==> config.mk <==
export PLATFORM = sky130hd
export DESIGN_NAME = four_square_digraph_cipher_top
export DESIGN_NICKNAME = d
export VERILOG_FILES = /design/src/hw/rtl/fsq_pkg.sv /design/src/hw/rtl/four_square_digraph_cipher_top.sv
export SDC_FILE = /design/constraint.sdc
export NUM_CORES = 1
export LEC_CHECK = 0
export ABC_CLOCK_PERIOD_IN_PS = 12300
export BUFFER_PORTS_ARGS = -buffer_cell sky130_fd_sc_hd__buf_2
export CAP_MARGIN = 20
export CELL_PAD_IN_SITES_DETAIL_PLACEMENT = 2
export CELL_PAD_IN_SITES_GLOBAL_PLACEMENT = 2
export CORE_ASPECT_RATIO = 2
export CORE_MARGIN = 2
export CORE_UTILIZATION = 49
export CTS_CLUSTER_SIZE = 20
export DETAILED_ROUTE_END_ITERATION = 6
export HOLD_SLACK_MARGIN = 0.02
export PLACE_DENSITY_LB_ADDON = 0.05
export SYNTH_ARGS = -nofsm -noshare
export SYNTH_HDL_FRONTEND = slang
export SYNTH_SLANG_ARGS = --single-unit
==> constraint.sdc <==
create_clock -name clock -period 12.3 [get_ports clock]
set_input_delay 1.23 -clock clock [delete_from_list [all_inputs] [get_ports clock]]
set_output_delay 1.23 -clock clock [all_outputs]
set_load 0.1 [all_outputs]
==> src/hw/rtl/fsq_pkg.sv <==
// four-square cipher package: request codes, letter constants and cell helpers
package fsq_pkg;

   // request codes
   localparam logic [2:0] REQ_CLEAR    = 3'd0;
   localparam logic [2:0] REQ_KEY1     = 3'd1;
   localparam logic [2:0] REQ_KEY2     = 3'd2;
   localparam logic [2:0] REQ_FINALIZE = 3'd3;
   localparam logic [2:0] REQ_ENCRYPT  = 3'd4;
   localparam logic [2:0] REQ_DECRYPT  = 3'd5;

   // status codes
   localparam logic STATUS_OK     = 1'b0;
   localparam logic STATUS_REJECT = 1'b1;

   // letters and square geometry
   localparam logic [4:0] LETTER_I = 5'd8;
   localparam logic [4:0] LETTER_J = 5'd9;
   localparam logic [4:0] LETTER_X = 5'd23;
   localparam logic [4:0] LETTER_Z = 5'd25;
   localparam logic [4:0] CELLS    = 5'd25;
   localparam int         LETTERS  = 26;

   typedef logic [4:0] letter_type;
   typedef logic [2:0] row_type;

   // clamp to Z and merge J into I
   function automatic letter_type norm_letter(input letter_type v);
      letter_type l;
      l = (v > LETTER_Z) ? LETTER_Z : v;
      return (l == LETTER_J) ? LETTER_I : l;
   endfunction

   // letter to cell of the plain alphabet square
   function automatic letter_type plain_cell(input letter_type l);
      return (l > LETTER_J) ? l - 5'd1 : l;
   endfunction

   // cell of the plain alphabet square to letter
   function automatic letter_type plain_letter(input letter_type c);
      return (c >= LETTER_J) ? c + 5'd1 : c;
   endfunction

   // row of a cell, by compares
   function automatic row_type cell_row(input letter_type c);
      row_type r;
      if (c >= 5'd20) begin
         r = 3'd4;
      end else if (c >= 5'd15) begin
         r = 3'd3;
      end else if (c >= 5'd10) begin
         r = 3'd2;
      end else if (c >= 5'd5) begin
         r = 3'd1;
      end else begin
         r = 3'd0;
      end
      return r;
   endfunction

   // column of a cell
   function automatic letter_type cell_col(input letter_type c);
      letter_type r;
      r = {2'b00, cell_row(c)};
      return c - ((r << 2) + r);
   endfunction

   // cell at row of one cell and column of another
   function automatic letter_type cross_cell(input letter_type row_src,
                                             input letter_type col_src);
      letter_type r;
      r = {2'b00, cell_row(row_src)};
      return (r << 2) + r + cell_col(col_src);
   endfunction

endpackage

==> src/hw/rtl/four_square_digraph_cipher_top.sv <==
// four-square cipher engine: key square build, finalize fill and pair lookup
// result: clear, key letter, finalize and rejected requests load the output register on accept;
//   encrypt and decrypt pass one memory read register, then the output register
// stalls: clear and rejects keep the block idle; key letter, cipher pairs and finalize stall
//   requests; finalize steps 26 letters, each a square write and a map write on the same port
// reset: synchronous, clears phase, used masks, fill counts and output valid; memories kept
module four_square_digraph_cipher_top (
   input  logic                   clock,
   input  logic                   reset,
   input  logic                   req_valid,
   output logic                   req_stall,
   input  logic [2:0]             req_type,
   input  fsq_pkg::letter_type    req_letter_first,
   input  fsq_pkg::letter_type    req_letter_second,
   input  logic                   req_second_present,
   output logic                   rsp_valid,
   input  logic                   rsp_stall,
   output fsq_pkg::letter_type    rsp_out_first,
   output fsq_pkg::letter_type    rsp_out_second,
   output logic                   rsp_status
);
   import fsq_pkg::*;

   // sequencer states
   localparam logic [2:0] ST_IDLE   = 3'd0;
   localparam logic [2:0] ST_PLACE  = 3'd1;
   localparam logic [2:0] ST_FILL0  = 3'd2;
   localparam logic [2:0] ST_FILL1  = 3'd3;
   localparam logic [2:0] ST_LOOKUP = 3'd4;

   // memory halves: square cells below, letter-to-cell map above
   localparam logic SEL_SQUARE = 1'b0;
   localparam logic SEL_MAP    = 1'b1;

   logic [2:0]        state_ff, state_in;
   logic              keys_ready_ff, keys_ready_in;
   logic [LETTERS-1:0] u_used_ff, u_used_in, l_used_ff, l_used_in;
   letter_type        u_cnt_ff, u_cnt_in, l_cnt_ff, l_cnt_in;
   letter_type        letter_ff, letter_in;
   logic              u_sel_ff, u_sel_in, l_sel_ff, l_sel_in;
   logic              dec_ff, dec_in;
   logic              rsp_valid_ff, rsp_valid_in;
   letter_type        rsp_first_ff, rsp_first_in, rsp_second_ff, rsp_second_in;
   logic              rsp_status_ff, rsp_status_in;
   logic              rsp_load;

   // key memories, one per square
   logic [4:0]        u_mem [0:63];
   logic [4:0]        l_mem [0:63];
   logic [5:0]        u_waddr, l_waddr, u_raddr, l_raddr;
   letter_type        u_wdata, l_wdata;
   logic              u_we, l_we;
   letter_type        u_rd_ff, l_rd_ff;

   logic              req_fire;
   letter_type        key_letter, pair_a, pair_b;
   letter_type        pl;
   logic              phase_map;
   logic              u_sel, l_sel, u_go, l_go;
   logic              key_ok;

   assign req_stall      = (state_ff != ST_IDLE) || (rsp_valid_ff && rsp_stall);
   assign req_fire       = req_valid && !req_stall;
   assign rsp_valid      = rsp_valid_ff;
   assign rsp_out_first  = rsp_first_ff;
   assign rsp_out_second = rsp_second_ff;
   assign rsp_status     = rsp_status_ff;

   // normalized letters of the request
   assign key_letter = norm_letter(req_letter_first);
   assign pair_a     = norm_letter(req_letter_first);
   assign pair_b     = req_second_present ? norm_letter(req_letter_second) : LETTER_X;
   assign key_ok     = req_fire && !keys_ready_ff && (req_letter_first <= LETTER_Z);

   // letter being placed and which squares take it
   always_comb begin
      pl        = letter_ff;
      phase_map = (state_ff == ST_PLACE) || (state_ff == ST_FILL1);
      u_sel     = 1'b0;
      l_sel     = 1'b0;
      case (state_ff)
         ST_IDLE: begin
            pl    = key_letter;
            u_sel = key_ok && (req_type == REQ_KEY1);
            l_sel = key_ok && (req_type == REQ_KEY2);
         end
         ST_PLACE, ST_FILL0, ST_FILL1: begin
            u_sel = u_sel_ff;
            l_sel = l_sel_ff;
         end
         default: begin
            u_sel = 1'b0;
            l_sel = 1'b0;
         end
      endcase
      u_go = u_sel && (pl != LETTER_J) && !u_used_ff[pl] && (u_cnt_ff < CELLS);
      l_go = l_sel && (pl != LETTER_J) && !l_used_ff[pl] && (l_cnt_ff < CELLS);
   end

   // write port: square cell first, then the map entry
   always_comb begin
      u_we    = u_go;
      l_we    = l_go;
      u_waddr = phase_map ? {SEL_MAP, pl} : {SEL_SQUARE, u_cnt_ff};
      l_waddr = phase_map ? {SEL_MAP, pl} : {SEL_SQUARE, l_cnt_ff};
      u_wdata = phase_map ? u_cnt_ff : pl;
      l_wdata = phase_map ? l_cnt_ff : pl;
   end

   // read port: square cell for encrypt, map entry for decrypt
   always_comb begin
      if (req_type == REQ_DECRYPT) begin
         u_raddr = {SEL_MAP, pair_a};
         l_raddr = {SEL_MAP, pair_b};
      end else begin
         u_raddr = {SEL_SQUARE, cross_cell(plain_cell(pair_a), plain_cell(pair_b))};
         l_raddr = {SEL_SQUARE, cross_cell(plain_cell(pair_b), plain_cell(pair_a))};
      end
   end

   // key memories
   always_ff @(posedge clock) begin
      if (u_we) begin
         u_mem[u_waddr] <= u_wdata;
      end
      if (l_we) begin
         l_mem[l_waddr] <= l_wdata;
      end
      u_rd_ff <= u_mem[u_raddr];
      l_rd_ff <= l_mem[l_raddr];
   end

   // sequencer and result selection
   always_comb begin
      state_in      = state_ff;
      keys_ready_in = keys_ready_ff;
      u_used_in     = u_used_ff;
      l_used_in     = l_used_ff;
      u_cnt_in      = u_cnt_ff;
      l_cnt_in      = l_cnt_ff;
      letter_in     = letter_ff;
      u_sel_in      = u_sel_ff;
      l_sel_in      = l_sel_ff;
      dec_in        = dec_ff;
      rsp_load      = 1'b0;
      rsp_first_in  = 5'd0;
      rsp_second_in = 5'd0;
      rsp_status_in = STATUS_OK;

      // map write cycle commits the placement
      if (phase_map && u_go) begin
         u_used_in[pl] = 1'b1;
         if (pl == LETTER_I) begin
            u_used_in[LETTER_J] = 1'b1;
         end
         u_cnt_in = u_cnt_ff + 5'd1;
      end
      if (phase_map && l_go) begin
         l_used_in[pl] = 1'b1;
         if (pl == LETTER_I) begin
            l_used_in[LETTER_J] = 1'b1;
         end
         l_cnt_in = l_cnt_ff + 5'd1;
      end

      case (state_ff)
         ST_IDLE: begin
            if (req_fire) begin
               rsp_load = 1'b1;
               case (req_type)
                  REQ_CLEAR: begin
                     u_used_in     = '0;
                     l_used_in     = '0;
                     u_cnt_in      = 5'd0;
                     l_cnt_in      = 5'd0;
                     keys_ready_in = 1'b0;
                  end
                  REQ_KEY1, REQ_KEY2: begin
                     if (keys_ready_ff) begin
                        rsp_status_in = STATUS_REJECT;
                     end else begin
                        letter_in = key_letter;
                        u_sel_in  = u_sel;
                        l_sel_in  = l_sel;
                        state_in  = ST_PLACE;
                     end
                  end
                  REQ_FINALIZE: begin
                     if (keys_ready_ff) begin
                        rsp_status_in = STATUS_REJECT;
                     end else begin
                        keys_ready_in = 1'b1;
                        letter_in     = 5'd0;
                        u_sel_in      = 1'b1;
                        l_sel_in      = 1'b1;
                        state_in      = ST_FILL0;
                     end
                  end
                  REQ_ENCRYPT, REQ_DECRYPT: begin
                     if (!keys_ready_ff) begin
                        rsp_status_in = STATUS_REJECT;
                     end else begin
                        rsp_load = 1'b0;
                        dec_in   = (req_type == REQ_DECRYPT);
                        state_in = ST_LOOKUP;
                     end
                  end
                  default: begin
                     rsp_status_in = STATUS_REJECT;
                  end
               endcase
            end
         end
         ST_PLACE: begin
            state_in = ST_IDLE;
         end
         ST_FILL0: begin
            state_in = ST_FILL1;
         end
         ST_FILL1: begin
            if (letter_ff == LETTER_Z) begin
               state_in = ST_IDLE;
            end else begin
               letter_in = letter_ff + 5'd1;
               state_in  = ST_FILL0;
            end
         end
         ST_LOOKUP: begin
            rsp_load = 1'b1;
            if (dec_ff) begin
               rsp_first_in  = plain_letter(cross_cell(u_rd_ff, l_rd_ff));
               rsp_second_in = plain_letter(cross_cell(l_rd_ff, u_rd_ff));
            end else begin
               rsp_first_in  = u_rd_ff;
               rsp_second_in = l_rd_ff;
            end
            state_in = ST_IDLE;
         end
         default: begin
            state_in = ST_IDLE;
         end
      endcase

      // output register
      if (rsp_load) begin
         rsp_valid_in = 1'b1;
      end else if (rsp_valid_ff && !rsp_stall) begin
         rsp_valid_in = 1'b0;
      end else begin
         rsp_valid_in = rsp_valid_ff;
      end
   end

   // control registers
   always_ff @(posedge clock) begin
      if (reset) begin
         state_ff      <= ST_IDLE;
         keys_ready_ff <= 1'b0;
         u_used_ff     <= '0;
         l_used_ff     <= '0;
         u_cnt_ff      <= 5'd0;
         l_cnt_ff      <= 5'd0;
         u_sel_ff      <= 1'b0;
         l_sel_ff      <= 1'b0;
         rsp_valid_ff  <= 1'b0;
      end else begin
         state_ff      <= state_in;
         keys_ready_ff <= keys_ready_in;
         u_used_ff     <= u_used_in;
         l_used_ff     <= l_used_in;
         u_cnt_ff      <= u_cnt_in;
         l_cnt_ff      <= l_cnt_in;
         u_sel_ff      <= u_sel_in;
         l_sel_ff      <= l_sel_in;
         rsp_valid_ff  <= rsp_valid_in;
      end
   end

   // payload registers
   always_ff @(posedge clock) begin
      letter_ff <= letter_in;
      dec_ff    <= dec_in;
      if (rsp_load) begin
         rsp_first_ff  <= rsp_first_in;
         rsp_second_ff <= rsp_second_in;
         rsp_status_ff <= rsp_status_in;
      end
   end

   // a lookup always ends in a presented result
   a_lookup_result: assert property (@(posedge clock) disable iff (reset)
      state_ff == ST_LOOKUP |=> rsp_valid_ff)
      else $error("lookup did not present a result");

   // fill counts stay within the square
   a_fill_bound: assert property (@(posedge clock) disable iff (reset)
      u_cnt_ff <= CELLS && l_cnt_ff <= CELLS)
      else $error("fill count beyond square size");

   // once finalize is done both squares are full
   a_squares_full: assert property (@(posedge clock) disable iff (reset)
      (state_ff == ST_IDLE && keys_ready_ff) |-> (u_cnt_ff == CELLS && l_cnt_ff == CELLS))
      else $error("cipher phase with a partly filled square");

   // an accepted pair in the cipher phase goes to lookup
   a_pair_lookup: assert property (@(posedge clock) disable iff (reset)
      (req_fire && keys_ready_ff && (req_type == REQ_ENCRYPT || req_type == REQ_DECRYPT))
      |=> state_ff == ST_LOOKUP)
      else $error("accepted pair did not start a lookup");

endmodule

# Word-level counts from Yosys, hierarchy flattened
# Memories as Yosys holds them, arrays and structs flattened. A register that Yosys moved wholly into a read port is not among the register bits.
# Index checks and enable logic that the tools add are counted.
# word_totals
ff_bits,86
ram_bits,640
in_bits,18
memories,2
# classes
addsub,19
order_cmp,27
n_eq_ne,23
n_mux,97
n_bitwise,2
n_reduce_logical,40
# mem_list
name,words,width,rd,rd_clocked_by_memory_dff,wr,line_no,text
l_mem,64,5,1,1,1,four_square_digraph_cipher_top.sv:49,logic [4:0] l_mem [0:63];
u_mem,64,5,1,1,1,four_square_digraph_cipher_top.sv:48,logic [4:0] u_mem [0:63];
# ops
op,count
two-way mux 26 bit,8
two-way mux 5 bit,26
bitwise OR 26 bit,2
>= comparator 5 x 4 -> 1 bit (second input constant),10
two-way mux 3 bit,14
adder 5 x 1 -> 5 bit (second input constant),5
two-way mux 6 bit,4
two-way mux 1 bit,22
adder 5 x 3 -> 5 bit,4
adder 5 bit,4
>= comparator 5 x 3 -> 1 bit (second input constant),4
>= comparator 5 bit (second input constant),4
one-hot mux 5 bit (2 select lines),2
subtractor 5 bit,4
two-way mux 2 bit,9
one-hot mux 3 bit (3 select lines),2
logical AND 1 bit,16
== test 5 x 4 -> 1 bit (second input constant),3
== test 3 x 2 -> 1 bit (second input constant),4
one-hot mux 1 bit (2 select lines),6
binary-select mux 1 bit (select 5 bit),2
greater-than comparator 5 x 4 -> 1 bit (second input constant),2
greater-than comparator 5 bit (second input constant),2
less-than comparator 5 bit (second input constant),2
other kinds (26),47

# Depth between registers and ports, before layout
# Gate-level depths: netlist (run 1).
# depth
ltp_word,17
depth_mapped,26

# Worst setup path before layout (run 1)
# No wires, ideal clock.
# synth_timing
path_kind,input to register
start,input req_letter_second[2]
end,register l_rd_ff[2] (read register of l_mem)
setup_ns,0.079
arrival_time_ns,6.340
t_required_ns,12.221
path_slack_ns,5.881
cell_stages,22
path_cell_list,clkbuf_1 > o21a_1 > o21ai_0 > nand3_1 > ha_1 > and3b_1 > o21ai_0 > a221oi_1 > o21ai_0 > o21bai_1 > inv_1 > fa_1 > fa_1 > a2bb2oi_1 > clkbuf_1 > buf_1 > nand2_1 > nand3_1 > a21oi_1 > a2111oi_0 > o21ai_0 > o211ai_1
# synth_via
elab_chain_len,16
word_cells_on_any_way,20
# synth_rtl
element,line_no,text
start: declaration,four_square_digraph_cipher_top.sv:14,"input fsq_pkg::letter_type req_letter_second,"
greater-than comparator 5 bit,fsq_pkg.sv:30,l = (v > LETTER_Z) ? LETTER_Z : v;
two-way mux 5 bit *,fsq_pkg.sv:30,
== test 5 x 4 -> 1 bit,fsq_pkg.sv:31,return (l == LETTER_J) ? LETTER_I : l;
two-way mux 5 bit *,fsq_pkg.sv:31,
two-way mux 5 bit *,four_square_digraph_cipher_top.sv:72,assign pair_b = req_second_present ? norm_letter(req_letter_second) : LETTER_X;
subtractor 5 x 1 -> 5 bit / greater-than comparator 5 x 4 -> 1 bit (equally long branches),fsq_pkg.sv:36,return (l > LETTER_J) ? l - 5'd1 : l;
two-way mux 5 bit,fsq_pkg.sv:36,
>= comparator 5 x 3 -> 1 bit,fsq_pkg.sv:53,end else if (c >= 5'd5) begin
two-way mux 1 bit,fsq_pkg.sv:53,
two-way mux 2 bit,fsq_pkg.sv:51,end else if (c >= 5'd10) begin
two-way mux 2 bit,fsq_pkg.sv:49,end else if (c >= 5'd15) begin
two-way mux 3 bit,fsq_pkg.sv:47,if (c >= 5'd20) begin
two-way mux 3 bit,four_square_digraph_cipher_top.sv:112,if (req_type == REQ_DECRYPT) begin
adder 5 x 3 -> 5 bit,fsq_pkg.sv:73,return (r << 2) + r + cell_col(col_src);
adder 5 bit,fsq_pkg.sv:73,
two-way mux 6 bit *,four_square_digraph_cipher_top.sv:112,
end: declaration,four_square_digraph_cipher_top.sv:53,"letter_type u_rd_ff, l_rd_ff;"
# Mark *: on every way between the ends. The rest lies on a longest branch, timed or not. The select of a mux whose other input is x is not followed.
# A chain may end at the register's enable or synchronous reset.

# Worst setup path in the final report (run 1)
# layout_timing
start,input req_letter_second[3]
end,register l_rd_ff[0] (read register of l_mem)
# The elaborated chain is that of the path after synthesis.

==> results of run 1 <==
-- kinds of logic after synthesis --
group | after synthesis | synth area share
adders and majority gates | 49 | 0.0229
DFF | 714 | 0.653
and+or+nand+nor | 767 | 0.115
AOI/OAI and AO/OA | 410 | 0.0936
muxes | 142 | 0.0754
buffers and inverters | 223 | 0.0294
xor gates and xnor gates | 29 | 0.00977
other | 1 | 0.000119
-- power by group through the flow --
| stage | logic, mW | clock network, mW | registers [mW] |
|---|---|---|---|
| floorplan | 2.20 | 0 | 2.88 |
| global placement | 3.09 | 0 | 2.90 |
| detailed placement | 3.36 | 0 | 2.90 |
| CTS | 3.40 | 1.95 | 2.85 |
| global route | 3.63 | 2.02 | 2.85 |
| finish | 3.37 | 1.92 | 2.85 |
-- layout make-up --
type	count	area [sq um]
Inverter	69	259
Antenna cell	2	5.00
Clock buffer	66	1570
Timing Repair Buffer	79	520
Tap cell	798	998
Fill cell	5740	28800
Sequential cell	714	20700
Clock inverter	47	373
Multi-Input combinational cell	1477	10500
-- worst reg2reg max path: stages, from the launching register on --
cell       delay [ps]
dfxtp_1           490
or3_1             760
and2_1            360
nor2_2            610
mux2i_1           280
a2bb2oi_1         250
and4_1            810
nand4_1           800
nor2_1            780
-- synth_stat cells, drive strengths merged (8+ instances only) --
master / number
o211ai: 14
o21ai: 49
edfxtp: 637
nor3: 81
a21o: 16
ha: 30
xor2: 11
or3: 8
nand2b: 15
nand2: 268
o2111ai: 12
a211oi: 19
a21oi: 82
nand4: 21
and3: 42
inv: 69
a31oi: 30
o21a: 10
buf: 63
fa: 16
a21boi: 9
nor4: 14
o22ai: 10
a221oi: 10
nor2: 137
a2111oi: 10
mux4: 76
a32o: 12
o31ai: 15
xnor2: 14
a22o: 38
mux2i: 63
clkbuf: 91
a311oi: 16
nand3: 141
dfxtp: 77
nand3b: 8
-- through the flow --
| step | cells | hold WS, ps |
|---|---|---|
| floorplan | 2414 | 419 |
| global placement | 3129 | 434 |
| detailed placement | 3131 | 460 |
| CTS | 3244 | 475 |
| global route | 3250 | 483 |
| finish | 3252 | 472 |
-- flip-flops by register name, summed over array words and instances (netlist names) --
register	flops
rsp_status	1
state_ff	3
letter_ff	5
u_rd_ff	5
u_cnt_ff	5
rsp_valid	1
keys_ready_ff	1
dec_ff	1
l_mem	320
rsp_out_second	5
l_used_ff	25
rsp_out_first	5
l_sel_ff	1
l_cnt_ff	5
u_mem	300
l_rd_ff	5
u_sel_ff	1
u_used_ff	25
-- cells in the final DEF (no fill, tap or decap), types with 11 or more instances in the layout --
master	instances
buf_4	42
a21o_1	16
xor2_1	11
nor2_1	135
conb_1	80
mux2i_1	61
a32o_1	12
nand2_1	262
ha_1	30
clkinv_2	18
o21ai_0	44
dfxtp_1	77
nor3_1	79
o211ai_1	13
and3_1	42
nand2b_1	15
a211oi_1	18
edfxtp_1	637
nand3_1	139
a22o_1	38
buf_2	32
o31ai_1	13
o2111ai_1	12
a311oi_1	15
xnor2_1	14
clkbuf_16	61
a21oi_1	69
a21oi_4	12
nor4_1	11
a31oi_1	30
fa_1	16
nand4_1	20
mux4_2	76
inv_1	66
-- layer usage --
layer	GRT usage	up-vias
met2	0.602	536
met3	0.0366	294
li1	-	9041
met1	0.317	10800
met5	0	-
met4	0.228	8
-- worst min-delay path by stage --
stage                                   startpoint                        to  depth (start not counted)
after floorplan           l_used_ff[17]$_SDFF_PP0_  l_used_ff[17]$_SDFF_PP0_                          2
final                     l_used_ff[25]$_SDFF_PP0_  l_used_ff[25]$_SDFF_PP0_                          2
after CTS                  u_used_ff[8]$_SDFF_PP0_   u_used_ff[8]$_SDFF_PP0_                          2
after global routing      u_used_ff[19]$_SDFF_PP0_  u_used_ff[19]$_SDFF_PP0_                          1
after detailed placement  l_used_ff[25]$_SDFF_PP0_  l_used_ff[25]$_SDFF_PP0_                          2
after global placement    l_used_ff[17]$_SDFF_PP0_  l_used_ff[17]$_SDFF_PP0_                          2
==> results.cfg, run 1 <==
[sta]
finalSetupTns_ps = 0
layout_setup_ws_ps = 4390
fin_worst_skew_ps = 18.9
rsz0062_at_grt = false
final.min_clock_period_ps = 7910
tightestPinTransition_ps = 1120
hold_viol = 0
post-route-period-util = 0.643
fmaxAchievable_mhz = 126
maxSlewViolCount = 0
slew_headroom = 0.251
setup_viol = 0

[power_and_ir_drop]
clkPwrFrac = 0.236
power.switching_mw = 3.20
p_sw_frac = 0.393
p_comb_frac = 0.414
peakVddDrop_mv = 0.178
p_leak_nw = 11.9
power-per-cell-area_mw_per_mm2 = 233
seq_power_share = 0.350
power_mw = 8.15
power.internal_mw = 4.94

[setup_path]
ff2ff_setup_slack_ps = 6810
cp-startpoint = req_letter_second[3]
worstReg2RegEnd = u_mem[52][1]$_DFFE_PP_
reg2reg_from = state_ff[0]$_SDFFE_PP0P_
max_stage_delay_ps = 810
cp.depth = 22
crit_type = in -> reg
path_delay_family = compound AO/OA/AOI/OAI gates
slowest_stage = fa_1
critical_path.max_fanout = 80
cp-end-kind = flop
path_buf_inv = 5
cpMostUsedCell = inv_1
required_ps = 12840
path_cells = buf_2, inv_1, o31ai_1, nand3_1, inv_1, ha_1, nand3b_1, a21boi_0, a221oi_1, o21ai_0, o21bai_1, inv_1, fa_1, fa_1, o2bb2ai_4, buf_4, nand2_1, and3_1, a311oi_1, a31oi_1, a311o_1, o211ai_1
endpoint = l_rd_ff[0]$_DFF_P_
rr_worst_depth = 8
critPathLaunchType = input port
arrival_ps = 8450

[synthesis]
synthCells = 2335
synthTopCellsByArea = edfxtp_1 (60%), mux4_2 (5.4%), dfxtp_1 (4.9%)
syn-cell-area_sq_mm = 0.0316
ys.warnings.count = 0
synth_top_area_share = 0.605
avgSynthCellArea_sq_um = 13.5
yosys_most_used_dff = edfxtp_1
ys_types = 96
synthArstFlopShare = 0
yosys.area.top_type = edfxtp_1
synth_edf_count = 637
synth_seq_cells = 714
yosysSeqAreaShare = 0.653

[drt]
dr.pass1.iters = 5
top_layer_used = met5
first_iter_violations = 1392
route.met2.wl_mm = 57.6
vias = 20700
wl_met1_mm = 34.3
ant_nets = 0
drc = 0
wl_per_cell_microns = 32.0
wl_mm = 104
wl_met3_mm = 3.44
vias_per_cell = 6.36

[global_route]
grt_max_degree = 82
gr-usage-all-layers = 0.318
grt_pass1_wl_mm = 153
antenna_found_initial = 5
grt_overflow_total = 0
grt_pass1_vias = 23100

[cts]
root_buffer = clkbuf_16
post_cts_buffers = 0
cts_tree = done
cts_buffers = 61
clkSinkCount = 714
cts_resized = 0
clk_pin_slew_ps = 70
cts_hold_buf = 0
htreeDepth = 2
clock_path_buffers = 3
clk_latency_ps = 630

[outcome]
status = completed

[worst_hold_path]
holdCritPathClass = reg -> reg

[final_layout]
area_delta_synth_final_pct = 10.5
final_cell_area_sq_mm = 0.0349
fin_util = 0.548
fin_nets = 2466
drive_above_1_share = 0.130

[die]
die-area_sq_mm = 0.0667
initial_core_util = 0.496
io_pins = 31
fp.dieW_microns = 184
die_h_microns = 363
coreArea_sq_mm = 0.0638
num_rows = 131

[place]
place.detailed.hpwl_mm = 72.5
dpl-instance-area_sq_mm = 0.0330
dp_slack_ps = 3760
gp_congestion = 0.860
portBuffers = 30

[run]
cap_violations = 0
(Power assumes the default switching activity.)
==> run 2: changes to the inputs <==
ABC_CLOCK_PERIOD_IN_PS = 6700   (was 12300)
CORE_UTILIZATION = 41   (was 49)
clock period = 6.7 ns   (was 12.3 ns; I/O delays follow)
==> run 2 against run 1 <==
  * Critical path depth grew 1
  * Wire length shrank 0.44%
  * Worst hold slack lost 160 ps
  * Die area grew 19%
  * First-iteration DRC count shrank 11%
  * Total power grew 92%
  * Combinational power grew 93%
  * Utilization shrank 7.9 points
  * Flip-flop and latch count is the same
  * Global-route usage shrank 5.6 points
  * Setup slack lost 4000 ps
  * Critical endpoint is now l_rd_ff[1]$_DFF_P_
  * Largest power group unchanged
==> results.cfg, run 2 (synthesis results as in run 1) <==
[power_and_ir_drop]
power-per-cell-area_mw_per_mm2 = 434
peakVddDrop_mv = 0.301
p_leak_nw = 12.4
clkPwrFrac = 0.251
p_comb_frac = 0.416
seq_power_share = 0.333
power.switching_mw = 5.97
power.internal_mw = 9.65
p_sw_frac = 0.382

[die]
die-area_sq_mm = 0.0795
coreArea_sq_mm = 0.0768
initial_core_util = 0.412
io_pins = 31
num_rows = 144
fp.dieW_microns = 200
die_h_microns = 397

[setup_path]
critical_path.max_fanout = 23
max_stage_delay_ps = 780
path_buf_inv = 6
cp-end-kind = flop
crit_type = in -> reg
path_delay_family = compound AO/OA/AOI/OAI gates
arrival_ps = 6860
path_cells = buf_2, inv_1, o31ai_1, nand3_1, ha_1, and3b_1, o21ai_0, a221oi_1, buf_4, o21ai_0, o21bai_1, inv_1, fa_1, fa_2, o2bb2ai_4, buf_4, nand2_1, nand3_1, a21oi_1, a2111oi_1, buf_4, o21ai_0, o211ai_1
required_ps = 7270
critPathLaunchType = input port
slowest_stage = fa_2

[place]
place.detailed.hpwl_mm = 73.9
dp_slack_ps = -333
portBuffers = 30
dpl-instance-area_sq_mm = 0.0338
gp_congestion = 0.866
placed_cells = 3415

[drt]
drc = 0
wl_met1_mm = 34.6
wl_per_cell_microns = 29.2
dr.pass1.iters = 5
vias = 20400
top_layer_used = met5
wl_met3_mm = 3.02
vias_per_cell = 5.75
wl_mm = 104
first_iter_violations = 1234
ant_nets = 0
route.met2.wl_mm = 60.2

[sta]
tightestPinTransition_ps = 1100
hold_viol = 0
fmaxAchievable_mhz = 159
slew_headroom = 0.262
post-route-period-util = 0.939
final.min_clock_period_ps = 6290
holdWs_ps = 314
maxSlewViolCount = 0
finalSetupTns_ps = 0
setup_viol = 0
rsz0062_at_grt = false
fin_worst_skew_ps = 26.9
layout_setup_ws_ps = 406

[cts]
root_buffer = clkbuf_16
clock_path_buffers = 3
cts_buffers = 68
cts_tree = done
clk_latency_ps = 670
htreeDepth = 3
clk_pin_slew_ps = 70
cts_hold_buf = 0
clkSinkCount = 714

[final_layout]
largest-register = l_mem
mostFrequentLayoutCells = edfxtp_1 (637), nand2_1 (262), nand3_1 (139)
final_cell_area_sq_mm = 0.0360
final_common_cell = edfxtp_1
area_delta_synth_final_pct = 13.9
largest_reg_flops = 320
fin_nets = 2529
drive_above_1_share = 0.148
largestRegisters = l_mem (320), u_mem (300)
instances_no_fill = 3547

[global_route]
gr-usage-all-layers = 0.263
grt_pass1_vias = 22700
grt_pass1_wl_mm = 152
grt_max_degree = 65
grt_overflow_total = 0
antenna_found_initial = 9

[worst_hold_path]
holdCritPathClass = in -> reg

[run]
cap_violations = 0

[outcome]
status = completed
## run 2: changes by cell type in the layout (fill, tap and decap cells not counted), moves of 3 or more
cell,delta
a2111oi_1,+4
clkbuf_1,+8
clkinv_1,+6
buf_12,+7
clkbuf_2,-3
diode_2,+3
a2111oi_0,-4
clkinv_2,-9
clkinvlp_4,-3
clkbuf_16,+10
buf_4,+52
## run 2: power groups by stage
stage	clock network, mW	logic, mW	registers [mW]
5_1_grt	4.14	7.00	5.22
3_5_place_dp	0	6.44	5.30
2_1_floorplan	0	4.04	5.29
4_1_cts	4.01	6.55	5.21
6_report	3.92	6.50	5.21
3_3_place_gp	0	6.17	5.30
## run 2: layer usage
metal / GRT usage / up-vias
met1: 0.254 / 10700
li1: - / 9159
met4: 0.144 / 10
met2: 0.529 / 376
met5: 0 / -
met3: 0.0313 / 205
## run 2: final cells by class
type	instances	area [sq um]
antenna	5	12.5
timing repair buffer	134	1030
clock buffer	83	1830
sequential	714	20700
clock inverter	42	377
inverter	69	259
tap	1022	1280
fill	7454	40700
multi-input combinational	1478	10600
## run 2: through the flow
| stage | power [mW] | util |
|---|---|---|
| 2_1_floorplan | 9.33 | - |
| 3_5_place_dp | 11.7 | 0.440 |
| 5_1_grt | 16.4 | 0.469 |
| 4_1_cts | 15.8 | 0.469 |
| 3_3_place_gp | 11.5 | 0.439 |
| 6_report | 15.6 | 0.469 |
## run 2: repair_timing
action                                  in CTS  in global routing
resized for setup                            0                  5
buffers inserted                             0                  0
endpoints found under the setup margin       0                  3
hold endpoints to repair                     0                  0
## run 2: tightest hold or removal path, stage by stage
cell and delay [ps]:
buf_2 130, nand2_1 70, a21oi_1 60
## run 2: final timing paths
check / slack (ps) / end / from / depth (start not counted)
hold / removal: 310 / rsp_valid$_SDFFE_PP0P_ / rsp_stall / 3
setup reg to reg: 1710 / l_mem[52][4]$_DFFE_PP_ / state_ff[0]$_SDFFE_PP0P_ / 8
setup / recovery: 410 / l_rd_ff[1]$_DFF_P_ / req_letter_second[3] / 23
hold reg to reg: 470 / u_used_ff[25]$_SDFF_PP0_ / u_used_ff[25]$_SDFF_PP0_ / 2
